[src/jsu_pkg.sv]
`timescale 1ns / 1ps
package jsu_pkg;

  typedef struct packed {
    logic       cmd;
    logic [7:0] data_byte;
  } in_item_t;

  typedef struct packed {
    logic [3:0]  status;
    logic [31:0] position;
    logic [31:0] end_position;
    logic        str_escaped;
    logic        any_escaped;
  } out_item_t;

  typedef enum logic [5:0] {
    PH_AWAIT = 6'b000001,
    PH_BODY  = 6'b000010,
    PH_ESC   = 6'b000100,
    PH_HEX   = 6'b001000,
    PH_UTF8  = 6'b010000,
    PH_DONE  = 6'b100000
  } phase_e;

  localparam logic [3:0] ST_OK        = 4'd0;
  localparam logic [3:0] ST_NO_QUOTE  = 4'd1;
  localparam logic [3:0] ST_UNTERM    = 4'd2;
  localparam logic [3:0] ST_ESC_CUT   = 4'd3;
  localparam logic [3:0] ST_BAD_ESC   = 4'd4;
  localparam logic [3:0] ST_SHORT_U   = 4'd5;
  localparam logic [3:0] ST_BAD_HEX   = 4'd6;
  localparam logic [3:0] ST_NO_LOW    = 4'd7;
  localparam logic [3:0] ST_BAD_LOW   = 4'd8;
  localparam logic [3:0] ST_LONE_LOW  = 4'd9;
  localparam logic [3:0] ST_CTRL      = 4'd10;
  localparam logic [3:0] ST_BAD_LEAD  = 4'd11;
  localparam logic [3:0] ST_TRUNC     = 4'd12;
  localparam logic [3:0] ST_BAD_CONT  = 4'd13;

  localparam logic [1:0] CLS_END   = 2'd0;
  localparam logic [1:0] CLS_QUOTE = 2'd1;
  localparam logic [1:0] CLS_BSL   = 2'd2;
  localparam logic [1:0] CLS_OTHER = 2'd3;

  // classified item handed from front to back
  typedef struct packed {
    logic [1:0] cls;
    logic [7:0] data_byte;
    logic       is_hex;
    logic [3:0] hex_val;
    logic       simple_esc;
  } cls_item_t;

  localparam int unsigned CLS_W = $bits(cls_item_t);

endpackage

[src/jsu_front.sv]
`timescale 1ns / 1ps
module jsu_front (
  input  logic                in_valid_i,
  output logic                in_stall_o,
  input  jsu_pkg::in_item_t   in_data_i,
  output logic                push_o,
  output jsu_pkg::cls_item_t  push_data_o,
  input  logic                full_i
);

  logic [7:0] b;

  assign b          = in_data_i.data_byte;
  assign in_stall_o = full_i;
  assign push_o     = in_valid_i && !full_i;

  always_comb begin
    push_data_o            = '0;
    push_data_o.data_byte  = b;
    if (in_data_i.cmd) begin
      push_data_o.cls = jsu_pkg::CLS_END;
    end else if (b == 8'h22) begin
      push_data_o.cls = jsu_pkg::CLS_QUOTE;
    end else if (b == 8'h5C) begin
      push_data_o.cls = jsu_pkg::CLS_BSL;
    end else begin
      push_data_o.cls = jsu_pkg::CLS_OTHER;
    end
    if (b >= 8'h30 && b <= 8'h39) begin
      push_data_o.is_hex  = 1'b1;
      push_data_o.hex_val = 4'(b - 8'h30);
    end else if (b >= 8'h61 && b <= 8'h66) begin
      push_data_o.is_hex  = 1'b1;
      push_data_o.hex_val = 4'(b - 8'h57);
    end else if (b >= 8'h41 && b <= 8'h46) begin
      push_data_o.is_hex  = 1'b1;
      push_data_o.hex_val = 4'(b - 8'h37);
    end
    push_data_o.simple_esc = (b == 8'h22) || (b == 8'h5C) || (b == 8'h2F) ||
                             (b == 8'h62) || (b == 8'h66) || (b == 8'h6E) ||
                             (b == 8'h72) || (b == 8'h74);
  end

endmodule

[src/jsu_fifo.sv]
`timescale 1ns / 1ps
module jsu_fifo #(
  parameter int unsigned WIDTH = 8
) (
  input  logic             clk_i,
  input  logic             rst_ni,
  input  logic             push_i,
  input  logic [WIDTH-1:0] push_data_i,
  output logic             full_o,
  output logic             pop_valid_o,
  input  logic             pop_i,
  output logic [WIDTH-1:0] pop_data_o
);

  logic [WIDTH-1:0] mem_q [2];
  logic             wr_q, rd_q;
  logic [1:0]       cnt_q;

  assign full_o      = (cnt_q == 2'd2);
  assign pop_valid_o = (cnt_q != 2'd0);
  assign pop_data_o  = mem_q[rd_q];

  always_ff @(posedge clk_i or negedge rst_ni) begin
    if (!rst_ni) begin
      wr_q  <= 1'b0;
      rd_q  <= 1'b0;
      cnt_q <= 2'd0;
    end else begin
      if (push_i) wr_q <= ~wr_q;
      if (pop_i)  rd_q <= ~rd_q;
      cnt_q <= cnt_q + 2'(push_i) - 2'(pop_i);
    end
  end

  always_ff @(posedge clk_i) begin
    if (push_i) mem_q[wr_q] <= push_data_i;
  end

endmodule

[src/jsu_back.sv]
`timescale 1ns / 1ps
module jsu_back #(
  parameter int unsigned OFFSET_BITS = 32
) (
  input  logic                clk_i,
  input  logic                rst_ni,
  input  logic [31:0]         base_offset_i,
  input  logic                item_valid_i,
  input  jsu_pkg::cls_item_t  item_i,
  output logic                item_pop_o,
  output logic                out_valid_o,
  input  logic                out_stall_i,
  output jsu_pkg::out_item_t  out_data_o
);

  localparam int unsigned OB = OFFSET_BITS;

  jsu_pkg::phase_e phase_q, phase_d;
  logic [OB-1:0] off_q, off_d, sstart_q, sstart_d, gstart_q, gstart_d, perr_pos_q, perr_pos_d;
  logic [2:0]  grem_q, grem_d;
  logic [3:0]  perr_q, perr_d;
  logic [15:0] cu_q, cu_d;
  logic [7:0]  lo_q, lo_d, hi_q, hi_d;
  logic        tail_q, tail_d, esc_q, esc_d, sticky_q, sticky_d;
  logic        ov_q;
  jsu_pkg::out_item_t od_q;

  logic        emit;
  logic [3:0]  e_st;
  logic [OB-1:0] e_pos, e_end, off1, g2;
  logic [7:0]  b;
  logic [2:0]  rdec;
  logic [15:0] cu_n;
  logic [OB-1:0] base_ext;

  assign base_ext   = OB'({{(OB > 32 ? OB - 32 : 1){1'b0}}, base_offset_i});
  assign item_pop_o = item_valid_i && (!ov_q || !out_stall_i);
  assign b          = item_i.data_byte;
  assign off1       = off_q + OB'(1);
  assign g2         = gstart_q + OB'(2);
  assign rdec       = (grem_q != 3'd0) ? grem_q - 3'd1 : 3'd0;

  always_comb begin
    phase_d = phase_q; off_d = off1; sstart_d = sstart_q; gstart_d = gstart_q;
    grem_d = grem_q; perr_d = perr_q; perr_pos_d = perr_pos_q; cu_d = cu_q;
    lo_d = lo_q; hi_d = hi_q; tail_d = tail_q; esc_d = esc_q; sticky_d = sticky_q;
    emit = 1'b0; e_st = jsu_pkg::ST_OK; e_pos = '0; e_end = '0; cu_n = cu_q;
    if (item_i.cls == jsu_pkg::CLS_END) begin
      unique case (phase_q)
        jsu_pkg::PH_AWAIT: begin emit = 1'b1; e_st = jsu_pkg::ST_NO_QUOTE; e_pos = off_q; end
        jsu_pkg::PH_BODY:  begin emit = 1'b1; e_st = jsu_pkg::ST_UNTERM; e_pos = sstart_q; end
        jsu_pkg::PH_ESC:   begin emit = 1'b1; e_st = jsu_pkg::ST_ESC_CUT; e_pos = gstart_q; end
        jsu_pkg::PH_HEX: begin
          emit = 1'b1; e_pos = gstart_q;
          e_st = tail_q ? jsu_pkg::ST_NO_LOW : jsu_pkg::ST_SHORT_U;
        end
        jsu_pkg::PH_UTF8:  begin emit = 1'b1; e_st = jsu_pkg::ST_TRUNC; e_pos = gstart_q; end
        default: ;
      endcase
      off_d = base_ext; phase_d = jsu_pkg::PH_AWAIT; esc_d = 1'b0;
    end else begin
      unique case (phase_q)
        jsu_pkg::PH_AWAIT: begin
          if (item_i.cls == jsu_pkg::CLS_QUOTE) begin
            phase_d = jsu_pkg::PH_BODY; sstart_d = off1; esc_d = 1'b0;
          end else begin
            emit = 1'b1; e_st = jsu_pkg::ST_NO_QUOTE; e_pos = off_q;
          end
        end
        jsu_pkg::PH_BODY: begin
          if (item_i.cls == jsu_pkg::CLS_QUOTE) begin
            emit = 1'b1; e_st = jsu_pkg::ST_OK; e_pos = sstart_q; e_end = off_q;
          end else if (item_i.cls == jsu_pkg::CLS_BSL) begin
            esc_d = 1'b1; sticky_d = 1'b1; gstart_d = off_q; phase_d = jsu_pkg::PH_ESC;
          end else if (b < 8'h20) begin
            emit = 1'b1; e_st = jsu_pkg::ST_CTRL; e_pos = off_q;
          end else if (b >= 8'h80) begin
            gstart_d = off_q; phase_d = jsu_pkg::PH_UTF8; lo_d = 8'h80; hi_d = 8'hBF;
            if (b >= 8'hC2 && b <= 8'hDF) begin
              grem_d = 3'd1;
            end else if (b >= 8'hE0 && b <= 8'hEF) begin
              grem_d = 3'd2;
              if (b == 8'hE0) lo_d = 8'hA0;
              else if (b == 8'hED) hi_d = 8'h9F;
            end else if (b >= 8'hF0 && b <= 8'hF4) begin
              grem_d = 3'd3;
              if (b == 8'hF0) lo_d = 8'h90;
              else if (b == 8'hF4) hi_d = 8'h8F;
            end else begin
              emit = 1'b1; e_st = jsu_pkg::ST_BAD_LEAD; e_pos = off_q;
            end
          end
        end
        jsu_pkg::PH_ESC: begin
          if (item_i.simple_esc) begin
            phase_d = jsu_pkg::PH_BODY;
          end else if (b == 8'h75) begin
            grem_d = 3'd4; gstart_d = off1; cu_d = '0; phase_d = jsu_pkg::PH_HEX;
          end else begin
            emit = 1'b1; e_st = jsu_pkg::ST_BAD_ESC; e_pos = off_q;
          end
        end
        jsu_pkg::PH_HEX: begin
          if (tail_q && grem_q >= 3'd5) begin
            if (b != ((grem_q == 3'd6) ? 8'h5C : 8'h75) && perr_q == 4'd0) begin
              perr_d = jsu_pkg::ST_NO_LOW; perr_pos_d = gstart_q;
            end
          end else if (!item_i.is_hex) begin
            if (perr_q == 4'd0) begin perr_d = jsu_pkg::ST_BAD_HEX; perr_pos_d = off_q; end
          end else begin
            cu_n = {cu_q[11:0], item_i.hex_val};
          end
          cu_d = cu_n; grem_d = rdec;
          if (rdec == 3'd0) begin
            if (perr_d != 4'd0) begin
              emit = 1'b1; e_st = perr_d; e_pos = perr_pos_d;
            end else if (tail_q) begin
              if (cu_n < 16'hDC00 || cu_n > 16'hDFFF) begin
                emit = 1'b1; e_st = jsu_pkg::ST_BAD_LOW; e_pos = g2;
              end else begin
                tail_d = 1'b0; phase_d = jsu_pkg::PH_BODY;
              end
            end else if (cu_n >= 16'hD800 && cu_n <= 16'hDBFF) begin
              tail_d = 1'b1; grem_d = 3'd6; gstart_d = off1; cu_d = '0;
            end else if (cu_n >= 16'hDC00 && cu_n <= 16'hDFFF) begin
              emit = 1'b1; e_st = jsu_pkg::ST_LONE_LOW; e_pos = gstart_q;
            end else begin
              phase_d = jsu_pkg::PH_BODY;
            end
          end
        end
        jsu_pkg::PH_UTF8: begin
          if ((b < lo_q || b > hi_q) && perr_q == 4'd0) begin
            perr_d = jsu_pkg::ST_BAD_CONT; perr_pos_d = off_q;
          end
          lo_d = 8'h80; hi_d = 8'hBF; grem_d = rdec;
          if (rdec == 3'd0) begin
            if (perr_d != 4'd0) begin
              emit = 1'b1; e_st = perr_d; e_pos = perr_pos_d;
            end else begin
              phase_d = jsu_pkg::PH_BODY;
            end
          end
        end
        default: ;
      endcase
    end
    if (emit) phase_d = (item_i.cls == jsu_pkg::CLS_END) ? jsu_pkg::PH_AWAIT : jsu_pkg::PH_DONE;
    if (emit || item_i.cls == jsu_pkg::CLS_END) begin
      grem_d = '0; perr_d = '0; perr_pos_d = '0; lo_d = 8'h80; hi_d = 8'hBF; tail_d = 1'b0;
    end
  end

  always_ff @(posedge clk_i or negedge rst_ni) begin
    if (!rst_ni) begin
      phase_q <= jsu_pkg::PH_AWAIT; off_q <= '0; sstart_q <= '0; gstart_q <= '0;
      grem_q <= '0; perr_q <= '0; perr_pos_q <= '0; cu_q <= '0;
      lo_q <= 8'h80; hi_q <= 8'hBF; tail_q <= 1'b0; esc_q <= 1'b0; sticky_q <= 1'b0;
      ov_q <= 1'b0;
    end else begin
      if (item_pop_o) begin
        phase_q <= phase_d; off_q <= off_d; sstart_q <= sstart_d; gstart_q <= gstart_d;
        grem_q <= grem_d; perr_q <= perr_d; perr_pos_q <= perr_pos_d; cu_q <= cu_d;
        lo_q <= lo_d; hi_q <= hi_d; tail_q <= tail_d; esc_q <= esc_d; sticky_q <= sticky_d;
      end
      if (item_pop_o) ov_q <= emit;
      else if (!out_stall_i) ov_q <= 1'b0;
    end
  end

  always_ff @(posedge clk_i) begin
    if (item_pop_o && emit) begin
      od_q.status       <= e_st;
      od_q.position     <= 32'(e_pos);
      od_q.end_position <= 32'(e_end);
      od_q.str_escaped  <= esc_q;
      od_q.any_escaped  <= sticky_q;
    end
  end

  assign out_valid_o = ov_q;
  assign out_data_o  = od_q;

  a_grem_range: assert property (@(posedge clk_i) disable iff (!rst_ni)
    grem_q <= 3'd6) else $error("group count out of range");
  a_tail_hex: assert property (@(posedge clk_i) disable iff (!rst_ni)
    tail_q |-> phase_q == jsu_pkg::PH_HEX) else $error("surrogate tail outside hex");
  a_hold: assert property (@(posedge clk_i) disable iff (!rst_ni)
    ov_q && out_stall_i |=> ov_q && $stable(od_q)) else $error("result lost");
  a_perr_group: assert property (@(posedge clk_i) disable iff (!rst_ni)
    perr_q != 4'd0 |-> grem_q != 3'd0) else $error("stale held error");

endmodule

[src/json_string_utf8_validator.sv]
`timescale 1ns / 1ps
// Checks one JSON string per buffer on a byte stream, one transfer per cycle
// unless the queue is full or the output stalls. A front stage classifies
// each byte, a two-entry queue decouples it from the back state machine, and
// a result register behind the queue holds the single outcome per buffer.
module json_string_utf8_validator #(
  parameter int unsigned OFFSET_BITS = 32
) (
  input  logic               clk_i,
  input  logic               rst_ni,
  input  logic               in_valid_i,
  output logic               in_stall_o,
  input  jsu_pkg::in_item_t  in_data_i,
  output logic               out_valid_o,
  input  logic               out_stall_i,
  output jsu_pkg::out_item_t out_data_o,
  input  logic               psel,
  input  logic               penable,
  input  logic               pwrite,
  input  logic [1:0]         paddr,
  input  logic [31:0]        pwdata,
  output logic [31:0]        prdata,
  output logic               pready
);

  logic [31:0] base_q;
  logic        push, full, pop_valid, pop;
  jsu_pkg::cls_item_t push_data, pop_data;

  assign pready = 1'b1;
  assign prdata = (paddr == 2'd0) ? base_q : 32'd0;

  always_ff @(posedge clk_i or negedge rst_ni) begin
    if (!rst_ni) begin
      base_q <= '0;
    end else if (psel && penable && pwrite && paddr == 2'd0) begin
      base_q <= pwdata;
    end
  end

  jsu_front u_front (
    .in_valid_i, .in_stall_o, .in_data_i,
    .push_o(push), .push_data_o(push_data), .full_i(full)
  );

  jsu_fifo #(.WIDTH(jsu_pkg::CLS_W)) u_fifo (
    .clk_i, .rst_ni, .push_i(push), .push_data_i(push_data), .full_o(full),
    .pop_valid_o(pop_valid), .pop_i(pop), .pop_data_o(pop_data)
  );

  jsu_back #(.OFFSET_BITS(OFFSET_BITS)) u_back (
    .clk_i, .rst_ni, .base_offset_i(base_q), .item_valid_i(pop_valid),
    .item_i(pop_data), .item_pop_o(pop), .out_valid_o, .out_stall_i, .out_data_o
  );

endmodule
[config.mk]
export PLATFORM = sky130hd
export DESIGN_NAME = json_string_utf8_validator
export DESIGN_NICKNAME = d
export VERILOG_FILES = /design/src/jsu_pkg.sv /design/src/jsu_front.sv /design/src/jsu_fifo.sv /design/src/jsu_back.sv /design/src/json_string_utf8_validator.sv
export SDC_FILE = /design/constraint.sdc
export NUM_CORES = 1
export LEC_CHECK = 0
export BUFFER_PORTS_ARGS = -buffer_cell sky130_fd_sc_hd__buf_2
export CORE_ASPECT_RATIO = 0.9
export CORE_MARGIN = 1
export CORE_UTILIZATION = 35
export CTS_BUF_LIST = sky130_fd_sc_hd__clkbuf_4
export CTS_CLUSTER_SIZE = 25
export DETAILED_ROUTE_END_ITERATION = 8
export PLACE_DENSITY_LB_ADDON = 0.2
export RECOVER_POWER = 50
export SYNTH_ARGS = -nofsm -noshare
export SYNTH_HDL_FRONTEND = slang
export SYNTH_SLANG_ARGS = --single-unit
export TNS_END_PERCENT = 30
[constraint.sdc]
create_clock -name clk_i -period 12 [get_ports clk_i]
set_clock_uncertainty 0.1 [all_clocks]
set_input_delay 2.4 -clock clk_i [delete_from_list [all_inputs] [get_ports clk_i]]
set_output_delay 2.4 -clock clk_i [all_outputs]
set_load 0.01 [all_outputs]
== After elaboration in Yosys (flattened, before gate mapping) ==
Memory sizes are Yosys's and may differ from the RTL's.
Index checks and enable logic that the tools add are counted.
Widths: inputs -> output; s select.
Storage, ports and cells
  output and inout bits: 105
  input port bits: 50
  memories kept: 1
  flip-flop bits (word level): 283
  bits in writable memories: 32
  word-level logic and storage cells: 371
Memories
  u_fifo.mem_q: depth 2, bits a word 16, rd ports 1, clocked after Yosys merged registers in 0, write ports 1, RTL line jsu_fifo.sv:15  | logic [WIDTH-1:0] mem_q [2];
Cells by class
  add/subtract/negate cells: 8
  reduce and logical (&&, ||, !) cells: 61
  muxes and demuxes: 193
  order comparisons: 23
  bitwise operators: 5
  eq/ne operators: 57
Operator list (count)
  $mux 32: 38
  $pmux 32 s3: 2
  $mux 16: 10
  $mux 8: 20
  $pmux 32 s5: 1
  $mux 6: 22
  $mux 4: 28
  $pmux 32 s2: 1
  $eq 8x7->1 const B: 7
  $mux 3: 17
  $pmux 4 s5: 2
  $mux 1: 37
  $add 32x1->32 const B: 1
  $add 32x2->32 const B: 1
  $eq 8x8->1 const B: 4
  $ge 16x16->1 const B: 2
  $ge 8x8->1 const B: 4
  $le 16x16->1 const B: 2
  $pmux 16 s2: 1
  $pmux 8 s2: 2
  $pmux 6 s5: 1
  $le 8x8->1 const B: 3
  $mux 5: 4
  $ne 5x2->1 const B: 4
  60 further kinds: 133

== Depth between registers and ports, before layout ==
Gate-level depths: netlist (run 1).
  depth in word-level cells: 17
  depth in mapped cells: 14
  depth with buffers taken out: 11

== Hierarchy ==
A second synthesis (run 1) with hierarchy kept.
Second synthesis, totals
  cells, all modules: 2020
  area total of the unflattened synthesis: 18863.1 µm²
By module, submodules not included
  jsu_back: instances 1, cells an instance 1794, seq. area each 6234.7 µm², area each 15497.4 µm²
  json_string_utf8_validator: instances 1, cells an instance 107, seq. area each 800.8 µm², area each 1585.3 µm²
  jsu_fifo: instances 1, cells an instance 65, seq. area each 1061.0 µm², area each 1405.1 µm²
  jsu_front: instances 1, cells an instance 54, seq. area each 0.0 µm², area each 375.4 µm²

== Least setup slack after synthesis (run 1) ==
Ideal clock, no wire load.
  path type: input port to flip-flop
  start: in out_stall_i
  end: reg u_back.od_q, in the netlist u_back.out_data_o[0] (enable)
  data required time: 11.402 ns
  slack: 5.588 ns
  cell stages on the path: 4
  setup time: 0.498 ns
  data arrival time: 5.814 ns
  buffers on the path: 1
  path through: nand2_1 -> o21ai_1 -> clkbuf_1 -> nor2_1
On the way
  cells in the longest elaborated chain, start to end: 4
RTL lines
  start, declared: RTL line json_string_utf8_validator.sv:15  | input logic out_stall_i,
  $logic_not 1->1: RTL line jsu_back.sv:37  | assign item_pop_o = item_valid_i && (!ov_q || !out_stall_i);
  $logic_or 1x1->1: RTL line jsu_back.sv:37
  $logic_and 1x1->1: RTL line jsu_back.sv:37
  $logic_and 1x1->1: RTL line jsu_back.sv:172  | if (item_pop_o && emit) begin
  end, declared: RTL line jsu_back.sv:26  | jsu_pkg::out_item_t od_q;
No other way between the ends.
A chain may end at the register's enable or synchronous reset.

==> impl_summary.md, run 1 <==
Outcome
The run finished, with violations left. The final reports fail on max-capacitance violations, max-slew violations.

STA
Final hold analysis gives a worst-case slack of 0.340 ns. The transition time at the pin with the least slew margin is 6.21 ns. The worst path in the final design needs a cycle of 7.50 ns, including I/O delays and setup. In the final timing run, aggregate negative setup slack is 0 ns.

Setup repair after global routing left no endpoint under its margin. The smallest setup slack after layout is 4.50 ns. The ratio of final minimum period to clock period is 62.5%. The relative slew slack is -314%.

The number of setup violations in the final report is 0. The final number of max-transition violations is 297. The number of hold violations in the final report is 0. The maximum clock frequency is 133 MHz.

Yosys
Yosys attributes the largest share of cell area to sky130_fd_sc_hd__dfrtp_1 (27%), sky130_fd_sc_hd__edfxtp_1 (17%), sky130_fd_sc_hd__o21ai_0 (5.1%). The number of warnings reported in the yosys synthesis log is 0. The cell taking the most area after synthesis is sky130_fd_sc_hd__dfrtp_1. The area fraction of the dominant cell type after synthesis is 27.5%. When the netlist entered floorplanning its net count stood at 2044. In the synthesized netlist the dominant register cell turns out to be sky130_fd_sc_hd__dfrtp_1. The mapped cell area is 18000 um2. The netlist uses 83 different library cells. Counting flops and latches in the post-synthesis netlist gives 303. The mean instance size in the synthesized netlist is 9.11 um2. The async set-or-reset flop fraction in the synthesized netlist is 66.3%.

The number of cells produced by synthesis is 1980. Summing the sequential cell areas from Yosys gives 44.9% of the chip area. The number of enable-type register cells in the synthesized netlist is 102.

Floorplanning
The top-level port count is 155. From bottom edge to top edge, the die measures 217 um. The die is 241 um wide. The initial utilization of the core area, before any placement, comes to 35.6%.

The total number of placement rows is 78. The core region is 50700 um2. The die covers 52400 um2.

Worst setup path
The critical path endpoint category is an async pin. Together, buffers and inverters on the worst path number 1. STA puts the critical path data arrival time at 6.77 ns. The type of the worst setup path is in -> async. Broken down by cell family, the worst path's largest delay share belongs to buffers and inverters. The largest stage delay on the critical path is 4.24 ns. The highest-delay cell along the critical path is sky130_fd_sc_hd__clkbuf_1.

The required time of the critical path is 11.26 ns. The signal on the critical path passes through clkbuf_1. The category of the worst setup path launch point is an input port. The maximum net fanout on the critical path is 106.

Clock tree
The clock tree buffer depth is 3. Clock-pin slew was measured on the worst setup and hold paths at 0.06 ns. The root buffer selected by CTS is sky130_fd_sc_hd__clkbuf_4. TritonCTS built the clock tree.

The maximum level of the CTS H-tree is 3. The number of clock buffers added by TritonCTS is 87. The hold buffer count at CTS is 0. Once the clock tree was built, the setup fixing pass inserted 0 buffers. CTS saw 303 sinks.

The clock latency of the later-clocked register in the worst-skew pair is 0.82 ns. After clock tree synthesis, the repair step resized 0 gates.

Final layout
The count of placed standard cells in the final layout, fillers left out is 2842. Summing all multi-input logic gate instances after layout gives 9220 um2. Compared with the post-synthesis result, the final layout area differs by 13.4%. The final layout contains 2155 nets. The fraction of layout instances using a drive strength above 1 is 18.4%.

The fill cell total of the finished layout is 5035. Registers take 8100 um2.

Placement
The post-placement worst setup slack is 6.33 ns. The congestion estimate from routability-driven global placement came to 0.893. The total instance count after detailed placement is 2682. The number of buffer cells added on primary ports is 153. Detailed placement ended at an HPWL of 41200 um.

GRT
Entering global routing, the biggest net connects 107 pins. The number of global-route vias before repair was 16000. The initial antenna violation count came to 2. The global-route wire length before repair is 98800 um. The overflow left after global routing is 0. Across every metal layer, demand over resource in global routing totals 24.6%.

Detailed routing
The residual antenna-violating net count after detailed routing is 0. The iteration count of the initial detailed-routing pass is 6. After detailed routing, the average wire length per cell comes to 22.6 um. For this run, design rule violations remaining after detail routing come to 0. The initial DRC count is 1591. Using the TritonRoute via totals, the vias-per-cell ratio works out to 5.94. The routed layout has 16900 vias. Summed over all layers, the routed wires come to 64100 um.

Pwr
The power density over the cells is 252 nW/um2. The maximum ir drop on the vdd rail is 0.108 mV. The leakage power total is 8.20 nW.

Hold path
The worst hold path class is reg -> reg.

Run
Max-cap violations in this run came to 5.
## cells in the mapped netlist (all sizes together) (4+ instances only)
library cell / instances
o22ai: 40
o211ai: 15
a311oi: 5
nand4: 17
mux2: 43
xor2: 30
nand3: 65
o32ai: 4
o221ai: 13
xnor2: 45
nand2: 197
a32o: 11
a31oi: 19
nor2: 156
edfxtp: 102
nand3b: 7
clkbuf: 137
a22o: 34
or2: 14
nand2b: 9
a221oi: 17
o22a: 11
and3: 53
a211oi: 14
and4: 9
inv: 31
a32oi: 13
nor2b: 6
and2: 43
o2bb2ai: 9
a22oi: 26
ha: 14
nor3: 36
mux2i: 56
a21oi: 152
dfrtp: 198
a21o: 8
nor3b: 9
o21a: 13
o21ai: 192
o311ai: 4
or3: 7
nor4: 16
o31ai: 5
buf: 32
## final timing paths
kind,from,depth (start not counted),slack (ns),endpoint
worst max-delay path,rst_ni,1,4.50,u_back.sticky_q
worst min-delay path,u_back.esc_q,0,0.34,u_back.out_data_o[1]
worst max register to register,u_back.phase_q[3],9,4.92,u_back.out_data_o[38]
worst min register to register,u_back.esc_q,0,0.34,u_back.out_data_o[1]
max in group clk_i,u_back.phase_q[3],9,4.92,u_back.out_data_o[38]
min in group asynchronous,rst_ni,1,3.79,u_back.perr_pos_q[19]
## placed cells by master (no fill, tap or decap), types with 34 or more instances in the layout
| master | synthesis | routed |
|---|---|---|
| sky130_fd_sc_hd__a21oi_1 | 151 | 150 |
| sky130_fd_sc_hd__a22o_1 | 34 | 34 |
| sky130_fd_sc_hd__and2_1 | 43 | 43 |
| sky130_fd_sc_hd__and3_1 | 53 | 53 |
| sky130_fd_sc_hd__buf_2 | 16 | 144 |
| sky130_fd_sc_hd__clkbuf_4 | 0 | 121 |
| sky130_fd_sc_hd__dfrtp_1 | 198 | 198 |
| sky130_fd_sc_hd__edfxtp_1 | 102 | 102 |
| sky130_fd_sc_hd__mux2_2 | 41 | 41 |
| sky130_fd_sc_hd__mux2i_1 | 56 | 56 |
| sky130_fd_sc_hd__nand2_1 | 196 | 195 |
| sky130_fd_sc_hd__nand3_1 | 65 | 65 |
| sky130_fd_sc_hd__nor2_1 | 154 | 150 |
| sky130_fd_sc_hd__nor3_1 | 35 | 35 |
| sky130_fd_sc_hd__o21ai_0 | 185 | 185 |
| sky130_fd_sc_hd__o22ai_1 | 40 | 40 |
| sky130_fd_sc_hd__xnor2_1 | 45 | 45 |
## through the flow
step / power (W) / utilization (%) / area, um2
after floorplan: 0.00333 / - / 18000
after global placement: 0.00405 / 38.2 / 19400
after detailed placement: 0.00410 / 38.2 / 19400
after CTS: 0.00513 / 40.5 / 20500
after global routing: 0.00548 / 40.4 / 20400
final: 0.00516 / 40.4 / 20400
## where the power goes
group / total [W] / switching, W / internal [W]
Combinational: 0.00221 / 0.00140 / 0.000810
Clock: 0.00100 / 0.000468 / 0.000533
Sequential: 0.00194 / 0.000507 / 0.00144
Total: 0.00516 / 0.00238 / 0.00278
## kinds of logic (layout without fill, tap and decap cells)
logic type / Yosys count / in the layout / share of synthesized area, %
fa+ha+maj: 14 / 14 / 0.971
xor+xnor: 75 / 75 / 3.64
flops: 303 / 303 / 44.9
other cells: 1 / 3 / 0.0208
simple gates: 655 / 655 / 17.7
buf+inv: 200 / 380 / 4.40
compound gates: 633 / 633 / 22.6
mux: 99 / 99 / 5.79
## sequential cells by signal (all words and copies together), names as in the netlist, 16 cells and up
register	flops
base_q	32
u_back.off_q	32
u_back.gstart_q	32
u_back.sstart_q	32
u_back.out_data_o	70
u_back.perr_pos_q	32
u_back.cu_q	16
u_fifo.mem_q	32
## area by class of cell
cell class	count	area share, %
multi-input combinational	1477	45.1
sequential	303	39.6
timing repair buffer	191	4.97
clock buffer	121	4.44
tap	680	4.16
clock inverter	37	1.12
inverter	31	0.569
antenna	2	0.0245
## per-layer routing
| metal | vias up | GRT usage (%) | part of all wire (%) |
|---|---|---|---|
| li1 | 7606 | - | - |
| met1 | 8244 | 35.7 | 46 |
| met2 | 903 | 35.0 | 43 |
| met3 | 127 | 6.04 | 9.3 |
| met4 | 2 | 9.51 | 2.5 |
| met5 | - | 0 | 0.016 |
No activity file was read; power rests on OpenSTA's default activity.
==> run 2: changes to the inputs <==
clock period = 6.1 ns   (was 12 ns; I/O delays follow)
==> impl_summary.md, run 2 (synthesis gave the netlist of run 1 again) <==
Detailed routing
The via total after detailed routing is 16700 (-0.79%). The total detailed-routing wirelength is 65700 um (+2.6%). The iteration count of the initial detailed-routing pass is 6 (unchanged). The post-detailed-route via-to-cell ratio is 5.89 (-0.89%). The residual antenna-violating net count after detailed routing came to 0 (unchanged). The number of design rule violations left after detail routing is 0 (unchanged). The post-detailed-route wirelength per cell is 23.1 um (+2.5%).

The initial DRC count is 1855 (+17%).

Hold path
The number of cells on the worst hold path is 0 (unchanged). The worst hold path class is reg -> reg.

Pwr
The leakage power total is 8.15 nW (-0.68%). The overall power consumption came to 0.0102 W (+97%). The power density over the cells is 499 nW/um2 (+98%). The maximum ir drop on the vdd rail was 0.264 mV (+150%).

STA
Of the available clock period, the critical path in the final layout requires 82.3%. The maximum clock frequency is 199 MHz. The relative slew slack is -104% (+210 points). The smallest clock period supported by the final layout is computed as 5.02 ns. Setup repair after global routing left no endpoint under its margin. The number of setup violations in the final report came to 0 (unchanged). The worst slack on hold paths is 0.349 ns (+0.00952 ns). The final-layout setup total negative slack is 0 ns (unchanged). The transition time at the pin with the least slew margin is 3.05 ns (-3.15 ns). The final number of max-transition violations came to 184 (-38%).

The number of hold violations in the final report is 0 (unchanged).

Clock tree
The tree is rooted in a sky130_fd_sc_hd__clkbuf_4. TritonCTS built the clock tree. The count of buffers added by post-CTS timing repair for setup was 0 (unchanged). The number of cells upsized or downsized after cts is 0 (unchanged). The clock sink count is 303 (unchanged). The TritonCTS buffer count is 87 (unchanged). The clock input transition at the sequential cells of the worst setup and hold paths is 0.07 ns (about the same). The clock tree buffer depth is 3 (unchanged). The clock latency of the later-clocked register in the worst-skew pair is 0.86 ns (+0.04 ns). The hold buffer count at CTS is 0 (unchanged). The maximum level of the CTS H-tree is 3 (unchanged).

Worst setup path
The maximum net fanout on the critical path was 32 (-70%). The logic depth of the worst setup path including buffers is 8 (+7). The buffers plus inverters on the worst setup path is 3 (+2).

The largest stage delay on the critical path was 1.61 ns (-2.63 ns). The arrival time of data at the critical path endpoint is 5.70 ns (-1.07 ns). The required time of the critical path came to 6.77 ns (-4.49 ns). The worst setup path is captured at a flip-flop. The category of the worst setup path launch point is a flip-flop. The top cell family by delay on the critical path is buffers and inverters. The worst-case reg-to-reg path depth came to 8 (-1). The critical path goes through o21ai_0 > inv_1 > clkbuf_1 > ha_1 > inv_1 > ha_1 > xnor2_1 > xnor2_1.

The worst setup path is of the reg -> reg kind. The highest-delay cell along the critical path is sky130_fd_sc_hd__o21ai_0.

Outcome
The final reports fail on max-capacitance violations, max-slew violations. The run finished, with violations left.

Placement
The final RePlAce weighted congestion is 0.927 (+3.8%). The total instance count after detailed placement is 2678 (-0.15%). The number of buffer cells added on primary ports is 153 (unchanged). The placed wire-length estimate is 42600 um (+3.6%).

Final layout
The count of placed standard cells in the final layout, fillers left out came to 2845 (+0.11%). The area growth from synthesis to layout is 13.2%. The flip-flop count of the largest register, all copies and words added is 70 (unchanged). The fraction of layout instances using a drive strength above 1 is 17.9% (-0.47 points). The most common library cell in the layout ignoring fill and taps is sky130_fd_sc_hd__dfrtp_1. The library cells used most frequently in the layout, excluding fill and tap cells, are sky130_fd_sc_hd__dfrtp_1 (198), sky130_fd_sc_hd__nand2_1 (195), sky130_fd_sc_hd__o21ai_0 (186). The number of nets in the final layout is 2151 (-0.19%).

GRT
The global-route wire length before repair came to 100000 um (+1.7%). The number of global-route vias before repair is 15900 (-0.36%). The overflow left after global routing is 0 (unchanged). The largest net degree at the start of global routing was 106 (-0.93%). The initial antenna violation count is 3 (+1). The aggregate global-route resource usage is 25.2% (+0.57 points).

Run
The number of max-cap violations is 5 (unchanged).

Floorplanning
The top-level port count is 155 (unchanged). The total number of placement rows is 78 (unchanged). The area of the die is 52400 um2 (unchanged). The starting density of the core is 35.6% (unchanged).

The die height is 217 um (unchanged). The standard cell core area is 50700 um2 (unchanged). The die width is 241 um (unchanged).
==> run 2: cell types whose count changed in the layout (fill, tap and decap cells not counted), sizes merged <==
cell,before,now
clkinvlp,0,2
clkbuf,136,171
inv,33,32
bufinv,3,0
diode,2,4
clkinv,32,22
buf,176,154
==> run 2: path summary, 6_finish.rpt <==
kind,startpoint,slack [ns],to
min,u_back.esc_q,0.35,u_back.out_data_o[1]
min reg2reg,u_back.esc_q,0.35,u_back.out_data_o[1]
max,u_fifo.cnt_q[1],1.08,u_fifo.cnt_q[1]
max in group asynchronous,rst_ni,2.81,u_back.gstart_q[2]
max reg2reg,u_fifo.cnt_q[1],1.08,u_fifo.cnt_q[1]
min in group asynchronous,rst_ni,1.25,u_back.off_q[13]
==> run 2: layer usage <==
metal	GRT usage [%]	vias to the layer above	routed length, um
li1	-	7622	-
met1	38.1	8223	31300
met2	33.7	783	26500
met3	7.22	119	6190
met4	8.48	2	1660
met5	0	-	11
==> run 2: cell type report <==
class / count / area, um2
inverters: 31 / 116
clock buffers: 138 / 1040
clock inverters: 25 / 113
well taps: 680 / 851
repair buffers: 187 / 986
flip-flops and latches: 303 / 8100
multi-input cells: 1477 / 9210
fillers: 5088 / 30200
diodes: 4 / 10.0
==> run 2: power breakdown <==
group | switching, W | internal (W)
clock network | 0.000936 | 0.00103
registers | 0.00104 | 0.00283
logic | 0.00278 | 0.00157
total | 0.00476 | 0.00542
==> run 2: per-stage QoR <==
| stage | setup slack [ns] | instance area (um2) | utilization (%) |
|---|---|---|---|
| floorplan | 0.415 | 18000 | - |
| global placement | 1.70 | 19300 | 38.2 |
| detailed placement | 1.59 | 19300 | 38.2 |
| CTS | 1.48 | 20500 | 40.4 |
| global route | 0.967 | 20400 | 40.3 |
| finish | 1.08 | 20400 | 40.3 |
==> run 3: changes to the inputs <==
ABC_AREA = 1   (was unset)
clock period = 4.8 ns   (was 6.1 ns; I/O delays follow)
==> impl_summary.md, run 3 <==
Yosys
The combinational family with the most area after synthesis is simple AND/OR/NAND/NOR gates. The net count after synthesis came to 2602 (+27%). The number of enable-type register cells in the synthesized netlist is 102 (unchanged). Yosys instantiated no cell more often than sky130_fd_sc_hd__nand2_1.

Counting instances in the post-synthesis netlist gives the leading cell types as sky130_fd_sc_hd__nand2_1 (560), sky130_fd_sc_hd__o21ai_0 (318), sky130_fd_sc_hd__nor2_1 (264). The xor/xnor share of the synthesized area was 2.21% (-1.4 points). The number of cells produced by synthesis is 2538 (+28%). The area fraction of the dominant cell type after synthesis is 26.5% (-0.93 points). The mean instance size in the synthesized netlist was 7.35 um2 (-19%). The area fraction in compound gates after synthesis is 20.6% (-2.0 points).

The fraction of the mapped netlist area in adder cells was 0.938% (-0.033 points). The share of synthesized area occupied by flip-flops and latches is 43.4% (-1.5 points). The simple-gate share of the synthesized area was 24.2% (+6.4 points).

The mapped cell area came to 18700 um2 (+3.5%). Of all cell types, the one taking the most synthesized area is sky130_fd_sc_hd__dfrtp_1. The number of warnings reported in the yosys synthesis log is 0 (unchanged). Yosys attributes the largest share of cell area to sky130_fd_sc_hd__dfrtp_1 (27%), sky130_fd_sc_hd__edfxtp_1 (16%), sky130_fd_sc_hd__nand2_1 (11%). The number of unique standard cell types used by synthesis came to 59 (-29%). The most used flip-flop cell after synthesis is sky130_fd_sc_hd__dfrtp_1. The async set-or-reset flop fraction in the synthesized netlist came to 66.3% (unchanged).

The total of flip-flops plus latches after synthesis was 303 (unchanged). The mux share of post-synthesis cell area is 0.0603% (-5.7 points).

Worst setup path
By instance count, the cell type seen most on the critical path is sky130_fd_sc_hd__nand2_1. The required time of the critical path is 5.32 ns (-1.45 ns). The maximum net fanout on the critical path is 53 (+66%).

The worst setup slack for register-to-register paths is 0.77 ns (-0.30 ns). Traced cell by cell, the critical path runs through inv_2 > nand2_1 > nand2_1 > ha_1 > nand3_1 > nor2_1 > nand2_1 > nand2_1 > nand2_1 > nand2_2 > o21ai_0 > o221ai_1 > a21oi_1 > a21oi_1. The arrival time of data at the critical path endpoint is 4.54 ns (-1.16 ns). The category of the worst setup path launch point is a flip-flop. The worst setup path is of the reg -> reg kind. In this run the critical register-to-register path is captured at u_back.out_data_o[65]. The critical path endpoint category is a flip-flop. The highest-delay cell along the critical path is sky130_fd_sc_hd__o21ai_0. The worst-case reg-to-reg path depth came to 14 (+6). The largest stage delay on the critical path is 0.76 ns (-0.85 ns). The worst flop-to-flop path startpoint is u_fifo.rd_q.

Final layout
In the layout the commonest cells are sky130_fd_sc_hd__nand2_1 (558), sky130_fd_sc_hd__o21ai_0 (318), sky130_fd_sc_hd__nor2_1 (263). The most common library cell in the layout ignoring fill and taps is sky130_fd_sc_hd__nand2_1. The fraction of layout instances using a drive strength above 1 is 11.7% (-6.2 points). The final cell utilization of the core was 40.6% (+0.28 points). From synthesis to final layout, the design area changed by 13.5%. The flip-flop count of the largest register, all copies and words added is 70 (unchanged). The number of nets in the final layout came to 2750 (+28%).

Detailed routing
The post-detailed-route via-to-cell ratio is 5.58 (-5.3%). The iteration count of the initial detailed-routing pass is 6 (unchanged). The initial DRC count is 2230 (+20%). The post-detailed-route wirelength per cell is 21.3 um (-7.8%). The residual antenna-violating net count after detailed routing is 0 (unchanged). The number of design rule violations left after detail routing was 0 (unchanged). The total detailed-routing wirelength is 73700 um (+12%). The via total after detailed routing is 19300 (+15%).

STA
The transition time at the pin with the least slew margin came to 3.15 ns (+0.0999 ns). Setup repair after global routing left no endpoint under its margin. The final-layout setup total negative slack came to 0 ns (unchanged).

The relative slew slack came to -110% (-6.7 points). The number of hold violations in the final report is 0 (unchanged). The number of setup violations in the final report was 0 (unchanged). The shortest clock period the worst path allows after layout is 4.03 ns (-0.996 ns).

The maximum clock frequency is 248 MHz (+25%). The final number of max-transition violations is 178 (-3.3%). The worst slack on hold paths is 0.197 ns (-0.153 ns). The ratio of final minimum period to clock period came to 83.9% (+1.6 points).

Clock tree
The count of buffers added by post-CTS timing repair for setup is 0 (unchanged). The TritonCTS buffer count is 89 (+2.3%). The clock tree buffer depth is 3 (unchanged).

The maximum level of the CTS H-tree is 3 (unchanged). The clock input transition at the sequential cells of the worst setup and hold paths is 0.09 ns (+0.02 ns). The clock sink count is 303 (unchanged). TritonCTS built the clock tree. The root buffer selected by CTS is sky130_fd_sc_hd__clkbuf_4. The hold buffer count at CTS is 0 (unchanged). The number of cells upsized or downsized after cts is 0 (unchanged). The clock latency of the later-clocked register in the worst-skew pair is 0.95 ns (+0.09 ns).

GRT
The number of global-route vias before repair came to 17800 (+12%). The aggregate global-route resource usage is 26.9% (+1.7 points). The initial antenna violation count is 4 (+1). The largest net degree at the start of global routing came to 113 (+6.6%). The global-route wire length before repair is 112000 um (+11%). The overflow left after global routing came to 0 (unchanged).

Run
The number of max-cap violations is 2 (-3).

Pwr
The power density over the cells is 805 nW/um2 (+61%). The maximum ir drop on the vdd rail is 0.448 mV (+70%). The leakage power total is 9.37 nW (+15%).

Placement
The final RePlAce weighted congestion is 0.978 (+5.6%). The placed wire-length estimate is 51900 um (+22%). The number of buffer cells added on primary ports is 153 (unchanged).

Floorplanning
The area of the die is 54300 um2 (+3.5%). The standard cell core area is 52200 um2 (+3.0%). The top-level port count came to 155 (unchanged). The die height is 221 um (+1.7%). The die width was 245 um (+1.7%). The total number of placement rows was 79 (+1.3%).

The starting density of the core is 35.8% (+0.16 points).

Hold path
The startpoint identified for the worst hold timing path is pwdata[23]. The number of cells on the worst hold path is 3 (+3). The worst hold path class is in -> reg. The hold-critical path endpoint is base_q[23].

Outcome
The run finished, with violations left. The checks that failed: max-capacitance violations, max-slew violations.
## run 3: cell types whose count changed after synthesis, moves of 37 or more
cell                       delta
sky130_fd_sc_hd__nand2_1    +364
sky130_fd_sc_hd__inv_1      +222
sky130_fd_sc_hd__o21ai_0    +133
sky130_fd_sc_hd__nor2_1     +110
sky130_fd_sc_hd__nand3_1     +75
sky130_fd_sc_hd__mux2i_1     -56
sky130_fd_sc_hd__and3_1      -50
sky130_fd_sc_hd__xnor2_1     -44
sky130_fd_sc_hd__and2_1      -43
sky130_fd_sc_hd__a21oi_1     +41
sky130_fd_sc_hd__mux2_2      -40
sky130_fd_sc_hd__clkbuf_1    -37
## run 3: how the worst max path moves through the flow
stage,startpoint,slack (ns),endpoint
after global placement,u_fifo.rd_q,0.92,u_back.out_data_o[64]
after floorplan,u_fifo.rd_q,1.0,u_back.out_data_o[0]
final,u_fifo.rd_q,0.77,u_back.out_data_o[65]
after global routing,rst_ni,0.38,base_q[6]
after detailed placement,u_fifo.rd_q,0.95,u_back.out_data_o[64]
after CTS,u_back.grem_q[1],0.92,u_back.perr_q[0]
## run 3: worst max-delay path, delay by kind of cell, from the launching register on
family / cells / cell delay (ns)
adders and majority gates: 1 / 0.28
DFF: 1 / 0.40
AOI/OAI and AO/OA: 4 / 1.38
buffers and inverters: 1 / 0.24
and+or+nand+nor: 8 / 1.26
## run 3: power breakdown
group / internal (W) / total (W) / switching [W] / leakage [nW]
combinational: 0.00261 / 0.00941 / 0.00680 / 5.26
clock: 0.00138 / 0.00265 / 0.00127 / 0.713
sequential: 0.00386 / 0.00499 / 0.00112 / 3.39
total: 0.00785 / 0.0170 / 0.00919 / 9.37
## run 3: through the flow
stage / setup WS (ns) / std cells / cell area (um2) / total power, W
2_1_floorplan: 0.999 / 2538 / 18700 / 0.0108
3_3_place_gp: 0.918 / 3283 / 20100 / 0.0141
3_5_place_dp: 0.952 / 3283 / 20100 / 0.0141
4_1_cts: 0.922 / 3450 / 21300 / 0.0169
5_1_grt: 0.377 / 3458 / 21200 / 0.0182
6_report: 0.773 / 3459 / 21200 / 0.0170
## run 3: logic make-up (layout without fill, tap and decap cells)
logic type               after synthesis  in the layout
AND/OR/NAND/NOR                     1078           1078
AO/OA/AOI/OAI                        687            687
buffers and inverters                407            631
flip-flops                           303            303
XOR/XNOR                              47             47
adder cells (fa/ha/maj)               14             14
other                                  1             10
multiplexers                           1              1
## run 3: cell type report
cell class                      instances  area, um2
Clock buffer                          132        991
Timing Repair Buffer                  199       1030
Clock inverter                         35        214
Sequential cell                       303       8100
Antenna cell                            9       22.5
Multi-Input combinational cell       1828       8960
Fill cell                            5621      31000
Tap cell                              688        861
Inverter                              265       1000
## run 3: metal layers
metal,routed length [um],vias up,track usage [%]
li1,-,8955,-
met1,34700,9183,41.1
met2,28900,1035,35.7
met3,8250,114,8.00
met4,1800,0,8.07
met5,0,-,0
